### src/hw/rtl/clp_pkg.sv
// Shared types and constants for the CR LF line keyword parser.
// Used by clp_regs, clp_ctrl, clp_dpath and crlf_line_keyword_parser.
package clp_pkg;

  localparam int NKEYS   = 6;
  localparam int KEY_W   = 40;
  localparam int PHASE_W = 7;

  localparam logic [PHASE_W-1:0] PHASE_MAX  = 7'd127;
  localparam logic [PHASE_W-1:0] NAME_START = 7'd6;
  localparam logic [2:0]         HEAD_LEN   = 3'd5;

  localparam logic [7:0] CH_CR = 8'h0D;
  localparam logic [7:0] CH_LF = 8'h0A;

  localparam logic [2:0] KIND_NOTICE  = 3'd0;
  localparam logic [2:0] KIND_FORWARD = 3'd1;
  localparam logic [2:0] KIND_REWIND  = 3'd2;
  localparam logic [2:0] KIND_HALT    = 3'd3;
  localparam logic [2:0] KIND_LIST    = 3'd4;
  localparam logic [2:0] KIND_SELECT  = 3'd5;
  localparam logic [2:0] KIND_UNKNOWN = 3'd6;

  localparam logic [1:0] MODE_FWD  = 2'd0;
  localparam logic [1:0] MODE_REW  = 2'd1;
  localparam logic [1:0] MODE_STOP = 2'd2;
  localparam logic [1:0] MODE_SPEC = 2'd3;

  localparam logic [1:0] SUFFIX_LAST = 2'd3;

  typedef logic [NKEYS-1:0][KEY_W-1:0] key_arr_t;

  typedef enum logic [1:0] {
    LOAD_SINGLE = 2'd0,
    LOAD_NAME   = 2'd1,
    LOAD_SUFFIX = 2'd2
  } load_sel_t;

  typedef struct packed {
    logic       take;
    logic [2:0] cnt;
    logic       rd_head;
    logic       cap_head;
    logic       match;
    logic       rd_idx;
    logic       cap_idx;
    logic       rd_name;
    logic       name_inc;
    logic       load;
    load_sel_t  load_sel;
  } cmd_t;

  typedef struct packed {
    logic       finish;
    logic [2:0] kind;
    logic       name_more;
    logic       out_free;
  } st_t;

  function automatic logic [7:0] suffix_char(input logic [1:0] i);
    logic [7:0] c;
    case (i)
      2'd0:    c = 8'h2E;
      2'd1:    c = 8'h42;
      2'd2:    c = 8'h4D;
      default: c = 8'h50;
    endcase
    return c;
  endfunction

endpackage

### src/hw/rtl/clp_ram.sv
// Generic single-write, single-read RAM with registered read data.
// No dependencies.
module clp_ram #(
  parameter int WIDTH = 8,
  parameter int DEPTH = 64
) (
  input  logic                     clk,
  input  logic                     we,
  input  logic [$clog2(DEPTH)-1:0] waddr,
  input  logic [WIDTH-1:0]         wdata,
  input  logic                     re,
  input  logic [$clog2(DEPTH)-1:0] raddr,
  output logic [WIDTH-1:0]         rdata
);

  logic [WIDTH-1:0] mem [DEPTH];

  always_ff @(posedge clk) begin
    if (we) begin
      mem[waddr] <= wdata;
    end
    if (re) begin
      rdata <= mem[raddr];
    end
  end

endmodule

### src/hw/rtl/clp_regs.sv
// APB keyword register file: six 40-bit keywords at byte address 8*i.
// Depends on clp_pkg.
module clp_regs (
  input  logic              clk,
  input  logic              rst,
  input  logic              psel,
  input  logic              penable,
  input  logic              pwrite,
  input  logic [5:0]        paddr,
  input  logic [63:0]       pwdata,
  output logic [63:0]       prdata,
  output logic              pready,
  output clp_pkg::key_arr_t keys
);

  logic [2:0] idx;

  assign idx    = paddr[5:3];
  assign pready = 1'b1;

  always_ff @(posedge clk) begin
    if (rst) begin
      keys <= '0;
    end else if (psel && penable && pwrite && (idx < 3'(clp_pkg::NKEYS))) begin
      keys[idx] <= pwdata[clp_pkg::KEY_W-1:0];
    end
  end

  always_comb begin
    prdata = '0;
    if (idx < 3'(clp_pkg::NKEYS)) begin
      prdata = {{(64-clp_pkg::KEY_W){1'b0}}, keys[idx]};
    end
  end

endmodule

### src/hw/rtl/clp_ctrl.sv
// Line-end sequencer: head read, match, index read, result emission.
// Depends on clp_pkg.
module clp_ctrl (
  input  logic          clk,
  input  logic          rst,
  input  logic          in_valid,
  output logic          in_ready,
  input  clp_pkg::st_t  st,
  output clp_pkg::cmd_t cmd
);

  typedef enum logic [7:0] {
    S_IDLE  = 8'b0000_0001,
    S_HEAD  = 8'b0000_0010,
    S_MATCH = 8'b0000_0100,
    S_IDX   = 8'b0000_1000,
    S_ONE   = 8'b0001_0000,
    S_NRD   = 8'b0010_0000,
    S_NWT   = 8'b0100_0000,
    S_SUF   = 8'b1000_0000
  } state_t;

  state_t     state, state_next;
  logic [2:0] cnt, cnt_next;

  always_ff @(posedge clk) begin
    if (rst) begin
      state <= S_IDLE;
      cnt   <= '0;
    end else begin
      state <= state_next;
      cnt   <= cnt_next;
    end
  end

  always_comb begin
    state_next   = state;
    cnt_next     = cnt;
    in_ready     = 1'b0;
    cmd          = '0;
    cmd.cnt      = cnt;
    cmd.load_sel = clp_pkg::LOAD_SINGLE;
    case (state)
      S_IDLE: begin
        in_ready = 1'b1;
        cmd.take = in_valid;
        if (in_valid && st.finish) begin
          state_next = S_HEAD;
          cnt_next   = '0;
        end
      end
      S_HEAD: begin
        cmd.rd_head  = (cnt < clp_pkg::HEAD_LEN);
        cmd.cap_head = (cnt != 3'd0);
        cnt_next     = cnt + 3'd1;
        if (cnt == clp_pkg::HEAD_LEN) begin
          state_next = S_MATCH;
        end
      end
      S_MATCH: begin
        cmd.match  = 1'b1;
        cmd.rd_idx = 1'b1;
        state_next = S_IDX;
      end
      S_IDX: begin
        cmd.cap_idx = 1'b1;
        state_next  = (st.kind == clp_pkg::KIND_SELECT) ? S_NRD : S_ONE;
      end
      S_ONE: begin
        if (st.out_free) begin
          cmd.load   = 1'b1;
          state_next = S_IDLE;
        end
      end
      S_NRD: begin
        if (st.name_more) begin
          cmd.rd_name = 1'b1;
          state_next  = S_NWT;
        end else begin
          cnt_next   = '0;
          state_next = S_SUF;
        end
      end
      S_NWT: begin
        cmd.load_sel = clp_pkg::LOAD_NAME;
        if (st.out_free) begin
          cmd.load     = 1'b1;
          cmd.name_inc = 1'b1;
          state_next   = S_NRD;
        end
      end
      S_SUF: begin
        cmd.load_sel = clp_pkg::LOAD_SUFFIX;
        if (st.out_free) begin
          cmd.load = 1'b1;
          cnt_next = cnt + 3'd1;
          if (cnt[1:0] == clp_pkg::SUFFIX_LAST) begin
            state_next = S_IDLE;
          end
        end
      end
      default: begin
        state_next = S_IDLE;
      end
    endcase
  end

endmodule

### src/hw/rtl/clp_dpath.sv
// Framing counters, line store, keyword match, modes and output register.
// Depends on clp_pkg and clp_ram.
module clp_dpath #(
  parameter int LINE_DEPTH = 64
) (
  input  logic              clk,
  input  logic              rst,
  input  logic [7:0]        rx_byte,
  input  clp_pkg::key_arr_t keys,
  input  clp_pkg::cmd_t     cmd,
  output clp_pkg::st_t      st,
  output logic              out_valid,
  input  logic              out_ready,
  output logic [2:0]        line_kind,
  output logic [7:0]        message_index,
  output logic [7:0]        name_char,
  output logic [1:0]        display_mode,
  output logic [1:0]        earlier_mode,
  output logic              run_end
);

  localparam int AW = $clog2(LINE_DEPTH);
  localparam int PW = clp_pkg::PHASE_W;

  logic [PW-1:0]    phase, len, ptr;
  logic             in_line;
  logic [39:0]      head;
  logic [2:0]       kind_q, kind_c;
  logic [7:0]       idx_q;
  logic [1:0]       mode_now, mode_before;
  logic             rd_ok;

  logic [PW-1:0]    pos, phase_inc, idx_pos;
  logic             framing_byte, store_ok;
  logic             re, rd_ok_c;
  logic [AW-1:0]    raddr;
  logic [7:0]       rdata, rbyte;

  assign pos       = phase - 7'd2;
  assign phase_inc = (phase < clp_pkg::PHASE_MAX) ? phase + 7'd1 : phase;
  assign store_ok  = ({1'b0, pos} < 8'(LINE_DEPTH));
  assign idx_pos   = len - 7'd3;
  // byte that does not go into the line (framing, or the restart CR)
  assign framing_byte = (phase == 7'd0) || (phase == 7'd1) ||
                        ((phase == 7'd2) && (rx_byte == clp_pkg::CH_CR));

  assign st.finish    = !framing_byte && in_line && (rx_byte == clp_pkg::CH_LF);
  assign st.kind      = kind_q;
  assign st.name_more = (({1'b0, ptr} + 8'd3) <= {1'b0, len}) &&
                        (({1'b0, ptr} + 8'd3) <= 8'(LINE_DEPTH));
  assign st.out_free  = !out_valid || out_ready;

  always_comb begin
    raddr   = ptr[AW-1:0];
    rd_ok_c = 1'b1;
    if (cmd.rd_head) begin
      raddr   = AW'(cmd.cnt);
      rd_ok_c = ({4'b0, cmd.cnt} < len);
    end else if (cmd.rd_idx) begin
      raddr   = idx_pos[AW-1:0];
      rd_ok_c = (len >= 7'd3) && ({1'b0, idx_pos} < 8'(LINE_DEPTH));
    end
  end

  assign re    = cmd.rd_head || cmd.rd_idx || cmd.rd_name;
  assign rbyte = rd_ok ? rdata : 8'h00;

  clp_ram #(.WIDTH(8), .DEPTH(LINE_DEPTH)) u_store (
    .clk   (clk),
    .we    (cmd.take && !framing_byte && in_line && store_ok),
    .waddr (pos[AW-1:0]),
    .wdata (rx_byte),
    .re    (re),
    .raddr (raddr),
    .rdata (rdata)
  );

  always_comb begin
    kind_c = clp_pkg::KIND_UNKNOWN;
    for (int i = clp_pkg::NKEYS - 1; i >= 0; i--) begin
      if (keys[i] == head) begin
        kind_c = 3'(i);
      end
    end
  end

  always_ff @(posedge clk) begin
    if (rst) begin
      phase       <= '0;
      in_line     <= 1'b0;
      mode_now    <= clp_pkg::MODE_STOP;
      mode_before <= clp_pkg::MODE_STOP;
      out_valid   <= 1'b0;
    end else begin
      if (cmd.take) begin
        if (phase == 7'd0) begin
          if (rx_byte == clp_pkg::CH_CR) begin
            phase <= 7'd1;
          end
        end else if (phase == 7'd1) begin
          if (rx_byte == clp_pkg::CH_LF) begin
            phase   <= 7'd2;
            in_line <= 1'b1;
          end else begin
            phase <= 7'd0;
          end
        end else if ((phase == 7'd2) && (rx_byte == clp_pkg::CH_CR)) begin
          phase   <= 7'd1;
          in_line <= 1'b0;
        end else if (in_line) begin
          if (rx_byte == clp_pkg::CH_LF) begin
            phase   <= '0;
            in_line <= 1'b0;
          end else begin
            phase <= phase_inc;
          end
        end
      end
      if (cmd.cap_idx) begin
        case (kind_q)
          clp_pkg::KIND_FORWARD: mode_now <= clp_pkg::MODE_FWD;
          clp_pkg::KIND_REWIND:  mode_now <= clp_pkg::MODE_REW;
          clp_pkg::KIND_HALT:    mode_now <= clp_pkg::MODE_STOP;
          clp_pkg::KIND_SELECT: begin
            mode_before <= mode_now;
            mode_now    <= clp_pkg::MODE_SPEC;
          end
          default: begin
          end
        endcase
      end
      if (cmd.load) begin
        out_valid <= 1'b1;
      end else if (out_ready) begin
        out_valid <= 1'b0;
      end
    end
  end

  always_ff @(posedge clk) begin
    if (cmd.take && st.finish) begin
      len <= phase_inc - 7'd2;
    end
    if (re) begin
      rd_ok <= rd_ok_c;
    end
    if (cmd.cap_head) begin
      head <= {head[31:0], rbyte};
    end
    if (cmd.match) begin
      kind_q <= kind_c;
    end
    if (cmd.cap_idx) begin
      idx_q <= (kind_q == clp_pkg::KIND_NOTICE) ? rbyte : 8'h00;
      ptr   <= clp_pkg::NAME_START;
    end else if (cmd.name_inc) begin
      ptr <= ptr + 7'd1;
    end
    if (cmd.load) begin
      display_mode <= mode_now;
      earlier_mode <= mode_before;
      case (cmd.load_sel)
        clp_pkg::LOAD_NAME: begin
          line_kind     <= clp_pkg::KIND_SELECT;
          message_index <= 8'h00;
          name_char     <= rbyte;
          run_end       <= 1'b0;
        end
        clp_pkg::LOAD_SUFFIX: begin
          line_kind     <= clp_pkg::KIND_SELECT;
          message_index <= 8'h00;
          name_char     <= clp_pkg::suffix_char(cmd.cnt[1:0]);
          run_end       <= (cmd.cnt[1:0] == clp_pkg::SUFFIX_LAST);
        end
        default: begin
          line_kind     <= kind_q;
          message_index <= idx_q;
          name_char     <= 8'h00;
          run_end       <= 1'b1;
        end
      endcase
    end
  end

endmodule

### src/hw/rtl/crlf_line_keyword_parser.sv
// CR LF line keyword parser: takes one byte per cycle while framing a line.
// At the closing LF it stops input for the head walk, match and index read
// before the first result; a select line then sends its name chars and
// 4 suffix chars, at a rate set by the single read port of the line store.
// Reset (rst, synchronous): framing idle, modes stop, keywords zero; the
// line store is not cleared.
module crlf_line_keyword_parser #(
  parameter int LINE_DEPTH = 64
) (
  input  logic        clk,
  input  logic        rst,
  input  logic        s_tvalid,
  output logic        s_tready,
  input  logic [7:0]  s_tdata,   // [7:0] rx_byte
  output logic        m_tvalid,
  input  logic        m_tready,
  output logic [23:0] m_tdata,   // [7:0] message_index, [15:8] name_char,
                                 // [17:16] display_mode, [19:18] earlier_mode
  output logic [2:0]  m_tuser,   // [2:0] line_kind
  output logic        m_tlast,   // run_end
  input  logic        psel,
  input  logic        penable,
  input  logic        pwrite,
  input  logic [5:0]  paddr,
  input  logic [63:0] pwdata,
  output logic [63:0] prdata,
  output logic        pready
);

  clp_pkg::key_arr_t keys;
  clp_pkg::cmd_t     cmd;
  clp_pkg::st_t      st;
  logic [7:0]        message_index, name_char;
  logic [1:0]        display_mode, earlier_mode;

  clp_regs u_regs (
    .clk     (clk),
    .rst     (rst),
    .psel    (psel),
    .penable (penable),
    .pwrite  (pwrite),
    .paddr   (paddr),
    .pwdata  (pwdata),
    .prdata  (prdata),
    .pready  (pready),
    .keys    (keys)
  );

  clp_ctrl u_ctrl (
    .clk      (clk),
    .rst      (rst),
    .in_valid (s_tvalid),
    .in_ready (s_tready),
    .st       (st),
    .cmd      (cmd)
  );

  clp_dpath #(.LINE_DEPTH(LINE_DEPTH)) u_dpath (
    .clk           (clk),
    .rst           (rst),
    .rx_byte       (s_tdata),
    .keys          (keys),
    .cmd           (cmd),
    .st            (st),
    .out_valid     (m_tvalid),
    .out_ready     (m_tready),
    .line_kind     (m_tuser),
    .message_index (message_index),
    .name_char     (name_char),
    .display_mode  (display_mode),
    .earlier_mode  (earlier_mode),
    .run_end       (m_tlast)
  );

  assign m_tdata = {4'b0, earlier_mode, display_mode, name_char, message_index};

  // input is held off while a select run is still being sent
  a_run_blocks_input: assert property (@(posedge clk) disable iff (rst)
    (m_tvalid && !m_tlast) |-> !s_tready)
    else $error("input accepted during a select run");

  a_single_ends_run: assert property (@(posedge clk) disable iff (rst)
    (m_tvalid && (m_tuser != clp_pkg::KIND_SELECT)) |-> m_tlast)
    else $error("non-select line without run end");

  a_select_mode: assert property (@(posedge clk) disable iff (rst)
    (m_tvalid && (m_tuser == clp_pkg::KIND_SELECT)) |->
      (m_tdata[17:16] == clp_pkg::MODE_SPEC))
    else $error("select result without specific mode");

endmodule

### config.mk
export PLATFORM = sky130hd
export DESIGN_NAME = crlf_line_keyword_parser
export DESIGN_NICKNAME = d
export VERILOG_FILES = /design/src/hw/rtl/clp_pkg.sv /design/src/hw/rtl/clp_ram.sv /design/src/hw/rtl/clp_regs.sv /design/src/hw/rtl/clp_ctrl.sv /design/src/hw/rtl/clp_dpath.sv /design/src/hw/rtl/crlf_line_keyword_parser.sv
export SDC_FILE = /design/constraint.sdc
export NUM_CORES = 2
export LEC_CHECK = 0
export BUFFER_PORTS_ARGS = -buffer_cell sky130_fd_sc_hd__buf_4
export CAP_MARGIN = 25
export CORE_MARGIN = 8
export CORE_UTILIZATION = 46
export DETAILED_ROUTE_END_ITERATION = 7
export PLACE_DENSITY_LB_ADDON = 0.2
export SYNTH_ARGS = -nofsm -noshare
export SYNTH_HDL_FRONTEND = slang
export SYNTH_SLANG_ARGS = --single-unit
### constraint.sdc
create_clock -name clk -period 10.3 [get_ports clk]
set_input_delay 1.03 -clock clk [delete_from_list [all_inputs] [get_ports clk]]
set_output_delay 1.03 -clock clk [all_outputs]
set_load 0.02 [all_outputs]
Yosys cells after proc, flatten, opt, wreduce, memory -nomap -nowiden. Memory sizes are Yosys's and may differ from the RTL's. A register that Yosys moved wholly into a read port is not among the register bits. Index checks and enable logic that the tools add are counted. W data, S select, Z words.

Register bits: 354. Bits in latches: 0. Bits in writable memories: 512. ROM bits: 0. Bits of input ports: 85. Output and inout port bits: 95. Word-level logic and storage cells: 185. Memories: 1.

Memories: u_dpath.u_store.mem (words 64, width 8, rd ports 1, clocked after Yosys merged registers in 1, wr ports 1, RTL line clp_ram.sv:16) `logic [WIDTH-1:0] mem [DEPTH];`.

Add/subtract/negate cells: 7. Multipliers: 0. Div/mod/pow operators: 0. Magnitude comparators: 11. Equality and inequality tests: 37. Shift operators: 0. Multiplexer cells: 62. Bitwise gates (word level): 1. Reduce and logical (&&, ||, !) cells: 39.

Operator list (count): $bwmux W240 (1); $eq A40 B40 Y1 (6); $bmux W40 S3 (1); $demux W40 S3 (1); $mux W40 (3); $mux W8 (8); $pmux W8 S8 (1); $mux W7 (7); $eq A8 B4 Y1 const B (3); $lt A7 B7 Y1 const B (3); $pmux W7 S3 (1); $sub A7 B2 Y7 const B (3); $mux W1 (19); $mux W6 (3); $mux W2 (8); $pmux W8 S2 (1); $add A7 B1 Y7 const B (2); $logic_and A1 B1 Y1 (14); $pmux W3 S4 (1); $reduce_bool A4 Y1 (3); $ne A2 B1 Y1 const B (5); $mux W3 (3); $add A7 B2 Y8 const B (1); $eq A8 B1 Y1 const B (1); other kinds (39) (58).

Longest topological paths before layout.
Word-level depth: 9. Depth in mapped cells: 13. Depth with buffers taken out: 12.

Cells and area by module. Synthesis repeated with hierarchy kept, for this count alone.

Cell total of the unflattened synthesis: 2910. Area total of the unflattened synthesis: 40141.0 um2.

By module, submodules not included: clp_ram (times used 1, cells each 940, area an instance 20246.9 um2, seq. area each 15615.0 um2); clp_regs (times used 1, cells each 1099, area an instance 11462.2 um2, seq. area each 4804.6 um2); clp_dpath (times used 1, cells each 765, area an instance 7574.8 um2, seq. area each 2892.8 um2); clp_ctrl (times used 1, cells each 101, area an instance 823.3 um2, seq. area each 220.2 um2); crlf_line_keyword_parser (times used 1, cells each 5, area an instance 33.8 um2, seq. area each 0.0 um2).

Least setup slack after synthesis. OpenSTA, ideal clock, no wires.

Path kind: reg2reg. From: register u_ctrl.state[7]. To: register u_dpath.head[0] (enable). Arrival: 2.967 ns. Data required time: 9.849 ns. Path slack: 6.882 ns. Stages on the path, launching flop included: 4. Path buffers: 0. Cell sequence: dfxtp_1 -> nor4_4 -> nand3_1 -> a21oi_1.

RTL lines: start, declared (RTL line clp_ctrl.sv:23) `state_t state, state_next;`; start signal, assigned (RTL line clp_ctrl.sv:31) `state <= state_next;`; end signal, assigned (RTL line clp_dpath.sv:148) `head <= {head[31:0], rbyte};`; end, declared (RTL line clp_dpath.sv:27) `logic [39:0] head;`.

Final worst setup path.
From: register u_ctrl.state[1]. To: register u_dpath.u_store.rdata[0] (read register of u_dpath.u_store.mem) (data pin).

Word-level cells in the longest chain between the ends: 4. Elaborated cells between the ends (all ways): 10.

Ends and longest elaborated chain: $eq A8 B3 Y1 / $eq A8 B2 Y1 (equally long branches) (RTL line clp_ctrl.sv:43) `case (state)`; $mux W2 (RTL line clp_ctrl.sv:43); $mux W6 / $logic_or A1 B1 Y1 (equally long branches) (RTL line clp_dpath.sv:59, clp_dpath.sv:65); $mux W6 / $logic_or A1 B1 Y1 (equally long branches) (RTL line clp_dpath.sv:56, clp_dpath.sv:65); end, declared (RTL line clp_ram.sv:13) `output logic [WIDTH-1:0] rdata`.

Several ways; a longest one is shown, not always the timed one. A chain may end at the register's enable or synchronous reset.

==> results.json <==
{
  "yosys_warnings": 0,
  "wl_per_cell_um": 26.2,
  "final_max_slew_viol_count": 0,
  "synth.most_common_cell": "edfxtp_1",
  "ios": 180,
  "cts_tree": "built",
  "cts_made_buffers": 90,
  "clockBufferDepth": 3,
  "cts-root-buf": "clkbuf_16",
  "combPwrFrac_pct": 2.6,
  "port_buffers": 123,
  "cts.repair.resized": 0,
  "yosys.area.top_type": "edfxtp_1",
  "fin_crit_sh_pct": 46.4,
  "synth_edf_count": 603,
  "pwr-share-clk_pct": 46.2,
  "avgSynthCellArea_um2": 12.3,
  "setup_viol": 0,
  "maxCapViolCount": 0,
  "worstMarginPinSlew_ps": 1050,
  "antenna_found_initial": 4,
  "power_density_nw_per_um2": 172,
  "seqCellArea_um2": 23500,
  "synthesis.area_um2": 37700,
  "fp.dieW_um": 302,
  "grt_pass1_wl_mm": 164,
  "p_sw_w": 0.00154,
  "first_iter_violations": 2936,
  "fillers": 6863,
  "viasPerCell": 6.01,
  "required_ps": 10640,
  "min_path_type": "reg2reg",
  "htree_levels": 3,
  "drt_wl_total_mm": 111,
  "vias": 25500,
  "synth_top_area_share_pct": 48.1,
  "critPathCaptureType": "register",
  "netlist_top_cells_area": "edfxtp_1, dfxtp_1, mux4_2, nand2_1, xnor2_1",
  "multiInputGateArea_um2": 13200,
  "tns_ps": 0,
  "hold_violations": 0,
  "start_util_pct": 46.2,
  "grt_max_degree": 100,
  "row_count": 105,
  "drc": 0,
  "synth_cells": 3064,
  "synth_common_cells": "edfxtp_1, nand2_1, a21oi_1",
  "dieArea_um2": 91300,
  "synthArstFlopShare_pct": 0,
  "cts.sinks": 874,
  "place_congestion": 0.948,
  "worst_ir_drop_vdd_uv": 152,
  "antenna_left": 0,
  "drive_above_1_share_pct": 14.2,
  "skew_ps": 25.7,
  "nNetsFinal": 3210,
  "slew_headroom_pct": 30.2,
  "clkLatencyLatePin_ps": 660,
  "status": "completed",
  "min-delay-start": "u_dpath.mode_before[0]",
  "cts_setup_buffers": 0,
  "yosysSeqAreaShare_pct": 62.5,
  "critPathLaunch": "u_ctrl.state[1]",
  "seqPwrFrac_pct": 51.2,
  "utilization_pct": 52.2,
  "crit_path_start_kind": "register",
  "fmax_mhz": 209,
  "cp_data_arrival_time_ps": 5130,
  "p_sw_share_pct": 21.0,
  "r2r-start": "u_ctrl.state[1]",
  "p_leak_nw": 13.7,
  "ys_ff_latch": 874,
  "grt-ovfl-total": 0,
  "synthFlopType": "edfxtp_1",
  "drtPass1Iterations": 6,
  "cp_max_fo": 70,
  "path_clk_slew_ps": 60,
  "cts_hold_buf": 0,
  "grt_pass1_vias": 24600,
  "dp_hpwl_mm": 71.2,
  "die-height_um": 302,
  "synth_cell_types": 57,
  "core_um2": 81600,
  "grt_use_total_pct": 23.9,
  "worstSetupPathType": "reg2reg",
  "rsz0062_at_grt": "false",
  "internal_power_w": 0.00580,
  "area_delta_synth_final_pct": 12.9,
  "period_needed_ps": 4780
}
## worst max-delay path: stages, from the launching register on
cell     delay [ps]
dfxtp_1         510
nor2b_1         380
a22o_1          230
a32o_4          200
buf_4           660
buf_4           940
mux4_2          420
a22oi_1         420
nand2_1         160
a21oi_1         270
nand2_1         180
## cell usage in the layout, fill, tap and decap left out, drive strengths merged, types with 3 or more instances in the layout
master      n
a32oi       3
ha         24
nand2     571
and3        7
nor2b      15
conb       29
xor2       60
or3         5
bufinv     14
o21a        4
o21ai      17
inv        40
clkinvlp    5
buf       157
a21o        3
nand2b     10
nand3b      4
xnor2     205
nor4       29
diode       4
nor3b       4
nor3       16
dfxtp     271
a21oi     307
o211ai      5
nor2      129
edfxtp    603
mux2i       3
mux4      128
a22oi     186
nand4      66
a211oi      4
clkbuf    109
nand3      62
clkinv     37
and2       17
## path summary, 6_finish.rpt
kind,cells past startpoint,slack [ps],endpoint
hold / removal,0,440,u_dpath.earlier_mode[0]
setup reg to reg,10,5520,u_dpath.u_store.rdata[0]
setup / recovery,10,5520,u_dpath.u_store.rdata[0]
hold reg to reg,0,440,u_dpath.earlier_mode[0]
## layer usage
layer | wire length [um] | global-route usage (%) | up-vias
met4 | 4020 | 9.04 | 0
met5 | 0 | 0 | -
met3 | 10900 | 4.51 | 234
met2 | 50200 | 36.4 | 1398
li1 | - | - | 11200
met1 | 46000 | 34.1 | 12700
## flip-flops by register name (all words and copies together), names as in the netlist, 3 cells and up
register,count
u_dpath.u_store.mem,512
u_regs.keys,240
u_dpath.head,40
u_ctrl.state,8
u_dpath.idx_q,8
u_dpath.message_index,8
u_dpath.name_char,8
u_dpath.u_store.rdata,8
u_dpath.len,7
u_dpath.phase,7
u_dpath.ptr,7
u_ctrl.cnt,3
u_dpath.kind_q,3
u_dpath.line_kind,3
## power by group through the flow
| stage | sequential (W) | clock, W | combinational, W |
|---|---|---|---|
| after floorplan | 0.00383 | 0 | 0.0000914 |
| final | 0.00375 | 0.00339 | 0.000189 |
| after detailed placement | 0.00383 | 0 | 0.000184 |
| after global placement | 0.00383 | 0 | 0.000179 |
| after global routing | 0.00375 | 0.00358 | 0.000199 |
| after CTS | 0.00375 | 0.00344 | 0.000185 |
## layout make-up
type	instances	area share (%)
repair buffers	158	2.97
inverters	37	0.326
flip-flops and latches	874	55.3
diodes	4	0.0235
well taps	1070	3.15
multi-input cells	1940	30.9
clock buffers	108	5.55
clock inverters	59	1.73
## per-stage QoR
step | hold WS, ps | setup WS [ps] | cells | total power [W] | instance area (um^2)
after global placement | 421 | 5400 | 4075 | 0.00401 | 39300
after global routing | 453 | 5270 | 4249 | 0.00754 | 42500
after CTS | 445 | 5340 | 4243 | 0.00738 | 42500
final | 439 | 5520 | 4250 | 0.00734 | 42500
after detailed placement | 428 | 5370 | 4076 | 0.00401 | 39400
after floorplan | 408 | 6880 | 3091 | 0.00392 | 37800
## cells by family (layout without fill, tap and decap cells)
| logic type | Yosys count | in the layout | share of synthesized area, % |
|---|---|---|---|
| AOI/OAI and AO/OA | 545 | 545 | 8.78 |
| xor gates and xnor gates | 265 | 265 | 6.16 |
| adders and majority gates | 24 | 24 | 0.797 |
| buffers and inverters | 277 | 362 | 3.12 |
| DFF | 874 | 874 | 62.5 |
| muxes | 133 | 133 | 7.79 |
| other | 2 | 33 | 0.0199 |
| and+or+nand+nor | 944 | 944 | 10.9 |
(Power assumes the default switching activity.)
